## src/rtl/core/tfc_pkg.sv

```systemverilog
package tfc_pkg;

    localparam int MAX_INT_BYTES = 16;
    localparam int CREDIT_SPAN   = 128;

    typedef enum logic [1:0] {
        CMD_CREDIT = 2'd0,
        CMD_ACK    = 2'd1,
        CMD_CHECK  = 2'd2,
        CMD_INTR   = 2'd3
    } cmd_t;

    localparam logic [1:0] KIND_DATA = 2'd0;
    localparam logic [1:0] KIND_INT  = 2'd1;

    localparam logic [1:0] MOD_XOFF = 2'd1;
    localparam logic [1:0] MOD_XON  = 2'd2;

    localparam logic [1:0] FLOW_SEG = 2'd1;
    localparam logic [1:0] FLOW_MSG = 2'd2;

    localparam logic [2:0] ST_OK         = 3'd0;
    localparam logic [2:0] ST_BAD_CREDIT = 3'd1;
    localparam logic [2:0] ST_IGNORED    = 3'd2;
    localparam logic [2:0] ST_BLOCKED    = 3'd3;
    localparam logic [2:0] ST_TOO_LONG   = 3'd4;

    localparam logic REG_FLOW_MODE   = 1'b0;
    localparam logic REG_WINDOW_SIZE = 1'b1;

    localparam logic [1:0] FLOW_MODE_RESET   = 2'd0;
    localparam logic [7:0] WINDOW_SIZE_RESET = 8'd8;

    typedef struct packed {
        logic [1:0] flow_mode;
        logic [7:0] window_size;
    } cfg_t;

    typedef struct packed {
        cmd_t              cmd;
        logic [1:0]        kind;
        logic signed [7:0] delta;
        logic              delta_neg;
        logic [1:0]        modifier;
        logic [31:0]       acked;
        logic [31:0]       seg;
        logic [31:0]       msg;
        logic              is_data;
        logic [31:0]       base;
        logic              queue_empty;
        logic              too_long;
    } item_t;

    typedef struct packed {
        logic        allowed;
        logic [2:0]  status;
        logic [31:0] seg_limit;
        logic [31:0] msg_limit;
        logic [31:0] int_limit;
        logic        xon;
    } result_t;

endpackage

```

## src/rtl/core/tfc_front.sv

```systemverilog
module tfc_front (
    input  logic              clk,
    input  logic              rst_n,
    input  logic              push,
    output logic              full,
    input  logic [1:0]        command,
    input  logic [1:0]        credit_kind,
    input  logic signed [7:0] credit_delta,
    input  logic [1:0]        credit_modifier,
    input  logic [31:0]       acked_segment,
    input  logic [31:0]       segment_count,
    input  logic [31:0]       message_count,
    input  logic              is_data,
    input  logic [31:0]       window_base,
    input  logic              queue_empty,
    input  logic [15:0]       interrupt_length,
    input  logic              deq,
    output logic              item_valid,
    output tfc_pkg::item_t    item
);

    tfc_pkg::item_t mem_reg [2];
    tfc_pkg::item_t incoming;
    logic           wr_ptr_reg;
    logic           rd_ptr_reg;
    logic [1:0]     count_reg;
    logic [1:0]     count_next;
    logic           enq;
    logic           take;

    always_comb
    begin
        incoming.cmd         = tfc_pkg::cmd_t'(command);
        incoming.kind        = credit_kind;
        incoming.delta       = credit_delta;
        incoming.delta_neg   = credit_delta[7];
        incoming.modifier    = credit_modifier;
        incoming.acked       = acked_segment;
        incoming.seg         = segment_count;
        incoming.msg         = message_count;
        incoming.is_data     = is_data;
        incoming.base        = window_base;
        incoming.queue_empty = queue_empty;
        incoming.too_long    = (interrupt_length > 16'(tfc_pkg::MAX_INT_BYTES));
    end

    assign full       = (count_reg == 2'd2);
    assign item_valid = (count_reg != 2'd0);
    assign item       = mem_reg[rd_ptr_reg];
    assign enq        = push && !full;
    assign take       = deq && item_valid;

    always_comb
    begin
        count_next = count_reg;
        if (enq && !take)
        begin
            count_next = count_reg + 2'd1;
        end
        else if (take && !enq)
        begin
            count_next = count_reg - 2'd1;
        end
    end

    always_ff @(posedge clk or negedge rst_n)
    begin
        if (!rst_n)
        begin
            wr_ptr_reg <= 1'b0;
            rd_ptr_reg <= 1'b0;
            count_reg  <= 2'd0;
        end
        else
        begin
            count_reg <= count_next;
            if (enq)
            begin
                wr_ptr_reg <= !wr_ptr_reg;
            end
            if (take)
            begin
                rd_ptr_reg <= !rd_ptr_reg;
            end
        end
    end

    always_ff @(posedge clk)
    begin
        if (enq)
        begin
            mem_reg[wr_ptr_reg] <= incoming;
        end
    end

endmodule

```

## src/rtl/core/tfc_exec.sv

```systemverilog
module tfc_exec (
    input  logic             clk,
    input  logic             rst_n,
    input  tfc_pkg::cfg_t    cfg,
    input  logic             item_valid,
    input  tfc_pkg::item_t   item,
    output logic             deq,
    input  logic             res_full,
    output logic             res_push,
    output tfc_pkg::result_t result
);

    logic [31:0] seg_limit_reg;
    logic [31:0] seg_limit_next;
    logic [31:0] msg_limit_reg;
    logic [31:0] msg_limit_next;
    logic [31:0] acked_seg_reg;
    logic [31:0] acked_seg_next;
    logic        xon_reg;
    logic        xon_next;
    logic [31:0] int_limit_reg;
    logic [31:0] int_limit_next;
    logic [31:0] int_next_reg;
    logic [31:0] int_next_next;
    logic        ok;
    logic [2:0]  status;
    logic        credit_ok;
    logic [33:0] want_seg;
    logic [33:0] seg_floor;
    logic [33:0] seg_ceil;
    logic [32:0] want_msg;
    logic [32:0] msg_ceil;
    logic [31:0] window_max;

    assign deq      = item_valid && !res_full;
    assign res_push = deq;

    always_comb
    begin
        want_seg   = {2'b00, seg_limit_reg} + {{26{item.delta[7]}}, item.delta};
        seg_floor  = {2'b00, acked_seg_reg};
        seg_ceil   = {2'b00, acked_seg_reg} + 34'(tfc_pkg::CREDIT_SPAN);
        want_msg   = {1'b0, msg_limit_reg} + {25'd0, item.delta};
        msg_ceil   = {1'b0, acked_seg_reg} + 33'(tfc_pkg::CREDIT_SPAN);
        window_max = (item.queue_empty ? 32'd0 : item.base)
                     + {24'd0, cfg.window_size} - 32'd1;

        seg_limit_next = seg_limit_reg;
        msg_limit_next = msg_limit_reg;
        acked_seg_next = acked_seg_reg;
        xon_next       = xon_reg;
        int_limit_next = int_limit_reg;
        int_next_next  = int_next_reg;
        ok             = 1'b0;
        status         = tfc_pkg::ST_OK;
        credit_ok      = 1'b1;

        case (item.cmd)
            tfc_pkg::CMD_CREDIT:
            begin
                if (item.kind == tfc_pkg::KIND_INT)
                begin
                    if (item.delta_neg)
                    begin
                        status = tfc_pkg::ST_BAD_CREDIT;
                    end
                    else
                    begin
                        int_limit_next = int_limit_reg + {24'd0, item.delta};
                        ok             = 1'b1;
                    end
                end
                else if (item.kind != tfc_pkg::KIND_DATA)
                begin
                    status = tfc_pkg::ST_IGNORED;
                end
                else
                begin
                    if (cfg.flow_mode == tfc_pkg::FLOW_MSG)
                    begin
                        if (item.delta_neg || (want_msg >= msg_ceil))
                        begin
                            credit_ok = 1'b0;
                        end
                        else
                        begin
                            msg_limit_next = want_msg[31:0];
                        end
                    end
                    else if (cfg.flow_mode == tfc_pkg::FLOW_SEG)
                    begin
                        if (($signed(want_seg) < $signed(seg_floor))
                            || ($signed(want_seg) >= $signed(seg_ceil)))
                        begin
                            credit_ok = 1'b0;
                        end
                        else
                        begin
                            seg_limit_next = want_seg[31:0];
                        end
                    end
                    if (credit_ok)
                    begin
                        ok = 1'b1;
                        if (item.modifier == tfc_pkg::MOD_XOFF)
                        begin
                            xon_next = 1'b0;
                        end
                        else if (item.modifier == tfc_pkg::MOD_XON)
                        begin
                            xon_next = 1'b1;
                        end
                    end
                    else
                    begin
                        status = tfc_pkg::ST_BAD_CREDIT;
                    end
                end
            end
            tfc_pkg::CMD_ACK:
            begin
                acked_seg_next = item.acked;
                ok             = 1'b1;
            end
            tfc_pkg::CMD_CHECK:
            begin
                if (!item.is_data)
                begin
                    ok = 1'b1;
                end
                else if (!xon_reg || (item.seg > window_max)
                         || ((cfg.flow_mode == tfc_pkg::FLOW_SEG)
                             && (item.seg > seg_limit_reg))
                         || ((cfg.flow_mode == tfc_pkg::FLOW_MSG)
                             && (item.msg > msg_limit_reg)))
                begin
                    status = tfc_pkg::ST_BLOCKED;
                end
                else
                begin
                    ok = 1'b1;
                end
            end
            tfc_pkg::CMD_INTR:
            begin
                if (item.too_long)
                begin
                    status = tfc_pkg::ST_TOO_LONG;
                end
                else if (int_limit_reg < int_next_reg)
                begin
                    status = tfc_pkg::ST_BLOCKED;
                end
                else
                begin
                    int_next_next = int_next_reg + 32'd1;
                    ok            = 1'b1;
                end
            end
            default:
            begin
                status = tfc_pkg::ST_OK;
            end
        endcase

        result.allowed   = ok;
        result.status    = status;
        result.seg_limit = seg_limit_next;
        result.msg_limit = msg_limit_next;
        result.int_limit = int_limit_next;
        result.xon       = xon_next;
    end

    always_ff @(posedge clk or negedge rst_n)
    begin
        if (!rst_n)
        begin
            seg_limit_reg <= 32'd0;
            msg_limit_reg <= 32'd0;
            acked_seg_reg <= 32'd0;
            xon_reg       <= 1'b1;
            int_limit_reg <= 32'd0;
            int_next_reg  <= 32'd1;
        end
        else if (deq)
        begin
            seg_limit_reg <= seg_limit_next;
            msg_limit_reg <= msg_limit_next;
            acked_seg_reg <= acked_seg_next;
            xon_reg       <= xon_next;
            int_limit_reg <= int_limit_next;
            int_next_reg  <= int_next_next;
        end
    end

endmodule

```

## src/rtl/core/tfc_resq.sv

```systemverilog
module tfc_resq (
    input  logic             clk,
    input  logic             rst_n,
    input  logic             res_push,
    input  tfc_pkg::result_t res_in,
    output logic             res_full,
    input  logic             pop,
    output logic             empty,
    output tfc_pkg::result_t res_out
);

    tfc_pkg::result_t mem_reg [2];
    logic             wr_ptr_reg;
    logic             rd_ptr_reg;
    logic [1:0]       count_reg;
    logic [1:0]       count_next;
    logic             enq;
    logic             take;

    assign res_full = (count_reg == 2'd2);
    assign empty    = (count_reg == 2'd0);
    assign res_out  = mem_reg[rd_ptr_reg];
    assign enq      = res_push && !res_full;
    assign take     = pop && !empty;

    always_comb
    begin
        count_next = count_reg;
        if (enq && !take)
        begin
            count_next = count_reg + 2'd1;
        end
        else if (take && !enq)
        begin
            count_next = count_reg - 2'd1;
        end
    end

    always_ff @(posedge clk or negedge rst_n)
    begin
        if (!rst_n)
        begin
            wr_ptr_reg <= 1'b0;
            rd_ptr_reg <= 1'b0;
            count_reg  <= 2'd0;
        end
        else
        begin
            count_reg <= count_next;
            if (enq)
            begin
                wr_ptr_reg <= !wr_ptr_reg;
            end
            if (take)
            begin
                rd_ptr_reg <= !rd_ptr_reg;
            end
        end
    end

    always_ff @(posedge clk)
    begin
        if (enq)
        begin
            mem_reg[wr_ptr_reg] <= res_in;
        end
    end

endmodule

```

## src/rtl/core/transport_flow_credit_gate.sv

```systemverilog
// Transmit-side credit gate of a transport connection.
// Commands enter through a queue-style input: a transaction is taken at a rising
// edge with push high and full low. Each command yields exactly one result,
// read from a queue-style output: the oldest result is on the result ports while
// empty is low, and pop with empty low takes it.
// Configuration is written through cfg_we, cfg_index and cfg_data, one register
// per edge with no wait; the user must write it only while no command is in
// flight, and the block itself does not enforce this. A command accepted at an
// edge is decoded into a two-entry input queue, executed against the credit
// state when at its head with room in the result queue, and its result is
// registered there. The block takes one command per cycle while results are
// popped; the execute stage, which updates the credit counters, sets that rate.
// When the receiver stops popping, the two-entry result queue fills, then the
// two-entry input queue fills and full rises; no result is lost or repeated.
// Reset empties both queues, sets flow mode to none and the window size to
// eight, clears all credit limits and the acknowledged segment, turns
// transmission on and sets the next interrupt count to one.
module transport_flow_credit_gate (
    input  logic              clk,
    input  logic              rst_n,
    input  logic              cfg_we,
    input  logic              cfg_index,
    input  logic [7:0]        cfg_data,
    input  logic              push,
    output logic              full,
    input  logic [1:0]        command,
    input  logic [1:0]        credit_kind,
    input  logic signed [7:0] credit_delta,
    input  logic [1:0]        credit_modifier,
    input  logic [31:0]       acked_segment,
    input  logic [31:0]       segment_count,
    input  logic [31:0]       message_count,
    input  logic              is_data,
    input  logic [31:0]       window_base,
    input  logic              queue_empty,
    input  logic [15:0]       interrupt_length,
    output logic              empty,
    input  logic              pop,
    output logic              allowed,
    output logic [2:0]        status,
    output logic [31:0]       segment_limit,
    output logic [31:0]       message_limit,
    output logic [31:0]       interrupt_limit,
    output logic              transmit_on
);

    tfc_pkg::cfg_t    cfg_reg;
    tfc_pkg::item_t   item;
    tfc_pkg::result_t res_in;
    tfc_pkg::result_t res_out;
    logic             item_valid;
    logic             deq;
    logic             res_push;
    logic             res_full;

    always_ff @(posedge clk or negedge rst_n)
    begin
        if (!rst_n)
        begin
            cfg_reg.flow_mode   <= tfc_pkg::FLOW_MODE_RESET;
            cfg_reg.window_size <= tfc_pkg::WINDOW_SIZE_RESET;
        end
        else if (cfg_we)
        begin
            case (cfg_index)
                tfc_pkg::REG_FLOW_MODE:
                begin
                    cfg_reg.flow_mode <= cfg_data[1:0];
                end
                tfc_pkg::REG_WINDOW_SIZE:
                begin
                    cfg_reg.window_size <= cfg_data;
                end
                default:
                begin
                    cfg_reg <= cfg_reg;
                end
            endcase
        end
    end

    tfc_front u_front (
        .clk              (clk),
        .rst_n            (rst_n),
        .push             (push),
        .full             (full),
        .command          (command),
        .credit_kind      (credit_kind),
        .credit_delta     (credit_delta),
        .credit_modifier  (credit_modifier),
        .acked_segment    (acked_segment),
        .segment_count    (segment_count),
        .message_count    (message_count),
        .is_data          (is_data),
        .window_base      (window_base),
        .queue_empty      (queue_empty),
        .interrupt_length (interrupt_length),
        .deq              (deq),
        .item_valid       (item_valid),
        .item             (item)
    );

    tfc_exec u_exec (
        .clk        (clk),
        .rst_n      (rst_n),
        .cfg        (cfg_reg),
        .item_valid (item_valid),
        .item       (item),
        .deq        (deq),
        .res_full   (res_full),
        .res_push   (res_push),
        .result     (res_in)
    );

    tfc_resq u_resq (
        .clk      (clk),
        .rst_n    (rst_n),
        .res_push (res_push),
        .res_in   (res_in),
        .res_full (res_full),
        .pop      (pop),
        .empty    (empty),
        .res_out  (res_out)
    );

    assign allowed         = res_out.allowed;
    assign status          = res_out.status;
    assign segment_limit   = res_out.seg_limit;
    assign message_limit   = res_out.msg_limit;
    assign interrupt_limit = res_out.int_limit;
    assign transmit_on     = res_out.xon;

endmodule

```

## config.mk

```make
export PLATFORM = sky130hd
export DESIGN_NAME = transport_flow_credit_gate
export DESIGN_NICKNAME = d
export VERILOG_FILES = /design/src/rtl/core/tfc_pkg.sv /design/src/rtl/core/tfc_front.sv /design/src/rtl/core/tfc_exec.sv /design/src/rtl/core/tfc_resq.sv /design/src/rtl/core/transport_flow_credit_gate.sv
export SDC_FILE = /design/constraint.sdc
export NUM_CORES = 1
export LEC_CHECK = 0
export BUFFER_PORTS_ARGS = -buffer_cell sky130_fd_sc_hd__buf_4
export CAP_MARGIN = 20
export CORE_MARGIN = 2
export CORE_UTILIZATION = 47
export CTS_BUF_LIST = sky130_fd_sc_hd__clkbuf_16
export DETAILED_ROUTE_END_ITERATION = 10
export GPL_ROUTABILITY_DRIVEN = 0
export PLACE_DENSITY = 0.7
export RECOVER_POWER = 25
export SLEW_MARGIN = 40
export SYNTH_ARGS = -nofsm -noshare
export SYNTH_HDL_FRONTEND = slang
export SYNTH_SLANG_ARGS = --single-unit
```

## constraint.sdc

```tcl
create_clock -name clk -period 19.25 [get_ports clk]
set_input_delay 2.8875 -clock clk [delete_from_list [all_inputs] [get_ports clk]]
set_output_delay 2.8875 -clock clk [all_outputs]
set_load 0.01 [all_outputs]
```

==> impl_metrics.yaml <==
outcome:
  status: "finished with violations"
  violations: "max-capacitance violations, max-slew violations"
pwr:
  power_switching_share_pct: 39.6
  powerDensity_nw_per_um2: 177
  p_switching_mw: 2.91
  intPower_mw: 4.45
  vdd_drop_max_mv: 0.0835
  power_mw: 7.36
  seqPwrFrac_pct: 31.7
  leakagePower_nw: 17.0
  clock_power_share_pct: 19.1
  p_comb_share_pct: 49.3
sta:
  setup_violations: 0
  period_share_pct: 37.5
  rsz0062_at_grt: "false"
  finalMaxSlewViolations: 135
  fmax_ghz: 0.139
  tns_ns: 0
  worst_pin_slew_ns: 3.62
  fin_worst_skew_ns: 0.0217
  max-slew-margin-rel_pct: -141
  fin_crit_ns: 7.21
  final_hold_viol_count: 0
layout:
  num-fill-cells: 6481
  fin_cells: 4412
  final_nets: 3813
  largest_reg_flops: 290
  diodes: 0
  fin_area_um2: 41600
  drive_gt1_share_pct: 17.7
  area_growth_pct: 15.0
clock_tree:
  cts_max_level: 3
  clock_latency_ns: 0.62
  cts_tree: "done"
  clockBufferDepth: 3
  path_clk_slew_ns: 0.06
  numCtsBuffers: 73
  cts_root_buf: "clkbuf_16"
  postCtsSetupBuffers: 0
  post_cts_resized: 0
  clock_sinks: 671
  cts-hold-fix-buffers: 0
floorplan:
  dieArea_um2: 79300
  die_h_um: 282
  initial_core_util_pct: 47.6
  row_count: 101
  core_um2: 76100
  die_w_um: 282
  io_pins: 277
worst_setup_path:
  cpLargestDelayFamily: "compound AO/OA/AOI/OAI gates"
  rr_startpoint: "u_front.rd_ptr_reg$_DFFE_PN0P_"
  arrival_ns: 7.57
  cp_num_buf_inv: 2
  cp_common_cell: "ha_1"
  cpPeakStageDelay_ns: 0.68
  crit_slowest_cell: "dfrtp_4"
  crit_path_start_kind: "register"
  cp_data_required_time_ns: 19.61
  startpoint: "u_front.rd_ptr_reg$_DFFE_PN0P_"
  crit_path_end_kind: "register"
  cp_cell_sequence: "mux2i_1 > inv_1 > ha_1 > and3_1 > and3_4 > a221oi_2 > a21bo_2 > a311o_1 > a2111oi_0 > nor3_1 > xor2_1 > ha_1 > nor2b_1 > o21ai_0 > o2111ai_1 > a21oi_1 > o31ai_1 > or4b_4 > nor3_4 > buf_4 > mux2_2"
  crit_type: "register to register"
  crit_path_max_fanout: 58
global_routing:
  grt_usage_pct: 22.2
  gr-total-overflow: 0
  grt_max_degree: 74
  grt_pass1_vias: 23500
  antenna_found_initial: 0
  grt_pass1_wl_um: 135000
synthesis:
  ys_async_sr_fraction_pct: 26.7
  postSynthAreaPerCell_um2: 12.0
  synth_top_cell_area_share_pct: 40.8
  yosys_warnings: 0
  syn_nets: 3518
  yosysMostFrequentCell: "edfxtp_1"
  ys_ff_latch: 671
  yosysUniqueCellTypes: 79
  synth_top_cell_by_area: "edfxtp_1"
  syn-cell-area_um2: 36200
  synth_flop_cell: "edfxtp_1"
  synth-seq-area-share_pct: 53.2
  synth-edff-count: 492
  ys_top_cells_by_count: "edfxtp_1 (492), ha_1 (309), nand2_1 (242)"
  ys_top_cells_by_area: "edfxtp_1 (41%), dfrtp_1 (12%), ha_1 (11%), mux2_2 (7.2%), xnor2_1 (4.7%)"
  synthCells: 3031
min_path:
  min_path_type: "register to register"
  holdCritStartpoint: "u_exec.int_next_reg[11]$_DFFE_PN0P_"
detailed_routing:
  dr.pass1.iters: 6
  ant_nets: 0
  wl_um: 88600
  drc_errors: 0
  vias: 24100
  routedWlPerCell_um: 20.1
  drt_iter0_drc: 1825
  viasPerCell: 5.46
placement:
  dpl_cell_area_um2: 39500
  dpl.hpwl_um: 66200
  port_buffers: 276
  dp.cells: 4281
job:
  drv_cap: 3
[routing by layer]
| layer | wire length [µm] | vias up | global-route usage [%] | share of wire (%) |
|---|---|---|---|---|
| met5 | 0 | - | 0 | 0 |
| met4 | 2450 | 0 | 7.54 | 2.8 |
| met2 | 42300 | 696 | 36.8 | 48 |
| met3 | 4840 | 129 | 2.82 | 5.5 |
| met1 | 39000 | 11600 | 30.3 | 44 |
| li1 | - | 11700 | - | - |
[power by group through the flow]
stage / registers [mW] / logic [mW] / clock network (mW)
final: 2.33 / 3.62 / 1.40
after global routing: 2.37 / 4.03 / 1.49
after CTS: 2.32 / 3.65 / 1.43
after detailed placement: 2.35 / 3.62 / 0
after global placement: 2.34 / 3.56 / 0
after floorplan: 2.30 / 2.47 / 0
[through the flow]
| stage | setup WS [ns] | util (%) | hold slack (ns) |
|---|---|---|---|
| floorplan | 9.60 | - | 0.445 |
| global placement | 11.91 | 51.9 | 0.458 |
| detailed placement | 12.18 | 52.0 | 0.462 |
| CTS | 12.16 | 55.1 | 0.474 |
| global route | 11.53 | 54.7 | 0.491 |
| finish | 12.04 | 54.7 | 0.471 |
[final timing paths]
kind | end | slack (ns) | cells after the start
worst max-delay path | u_resq.mem_reg[1][95]$_DFFE_PP_ | 12.04 | 21
worst min-delay path | u_exec.int_next_reg[11]$_DFFE_PN0P_ | 0.47 | 1
worst max register to register | u_resq.mem_reg[1][95]$_DFFE_PP_ | 12.04 | 21
worst min register to register | u_exec.int_next_reg[11]$_DFFE_PN0P_ | 0.47 | 1
max in group asynchronous | u_resq.rd_ptr_reg$_DFFE_PN0P_ | 15.29 | 3
min in group asynchronous | u_exec.msg_limit_reg[13]$_DFFE_PN0P_ | 2.24 | 1
[kinds of logic (layout without fill, tap and decap cells)]
family                     Yosys count  after routing  share of synthesized area [%]
and+or+nand+nor                    692            692                           9.21
DFF                                671            671                           53.2
AOI/OAI and AO/OA                  513            513                           8.80
adders and majority gates          315            315                           11.0
buffers and inverters              314            665                           3.39
muxes                              277            277                           8.46
xor gates and xnor gates           249            249                           6.02
[area by class of cell]
class                      count  area (µm²)  share of cell area (%)
clock buffer                  74        1850                    4.45
clock inverter                57         563                    1.35
inverter                     229         860                    2.06
multi-input combinational   2046       15800                    37.9
sequential                   671       19300                    46.3
tap                         1030        1290                    3.09
timing repair buffer         305        2020                    4.86
[layout by cell type, fill, tap and decap left out, types with 6 or more instances in the layout]
master and count:
dfrtp_1 174, mux2_2 230, xor2_1 56, o211ai_1 11
a21o_1 81, nand3_1 52, ha_1 309, a21oi_1 164
nor3_1 57, a211oi_1 15, mux2i_1 42, clkbuf_4 50
clkbuf_1 82, xnor2_1 193, inv_1 237, nor4_1 24
nand2b_1 22, nand2_1 242, buf_4 164, clkbuf_16 74
or3_1 11, nand4_1 53, nor2b_1 23, clkinv_2 8
nor2_1 135, o31ai_1 10, o21ai_0 119, or2_2 10
or4_1 6, edfxtp_1 492, bufinv_16 9, o21ai_1 17
clkinv_1 15, o21a_1 18, o21bai_1 11, and3_1 21
a31oi_1 7, and4_1 12
Note: power is estimated with default switching activity, not from simulation.
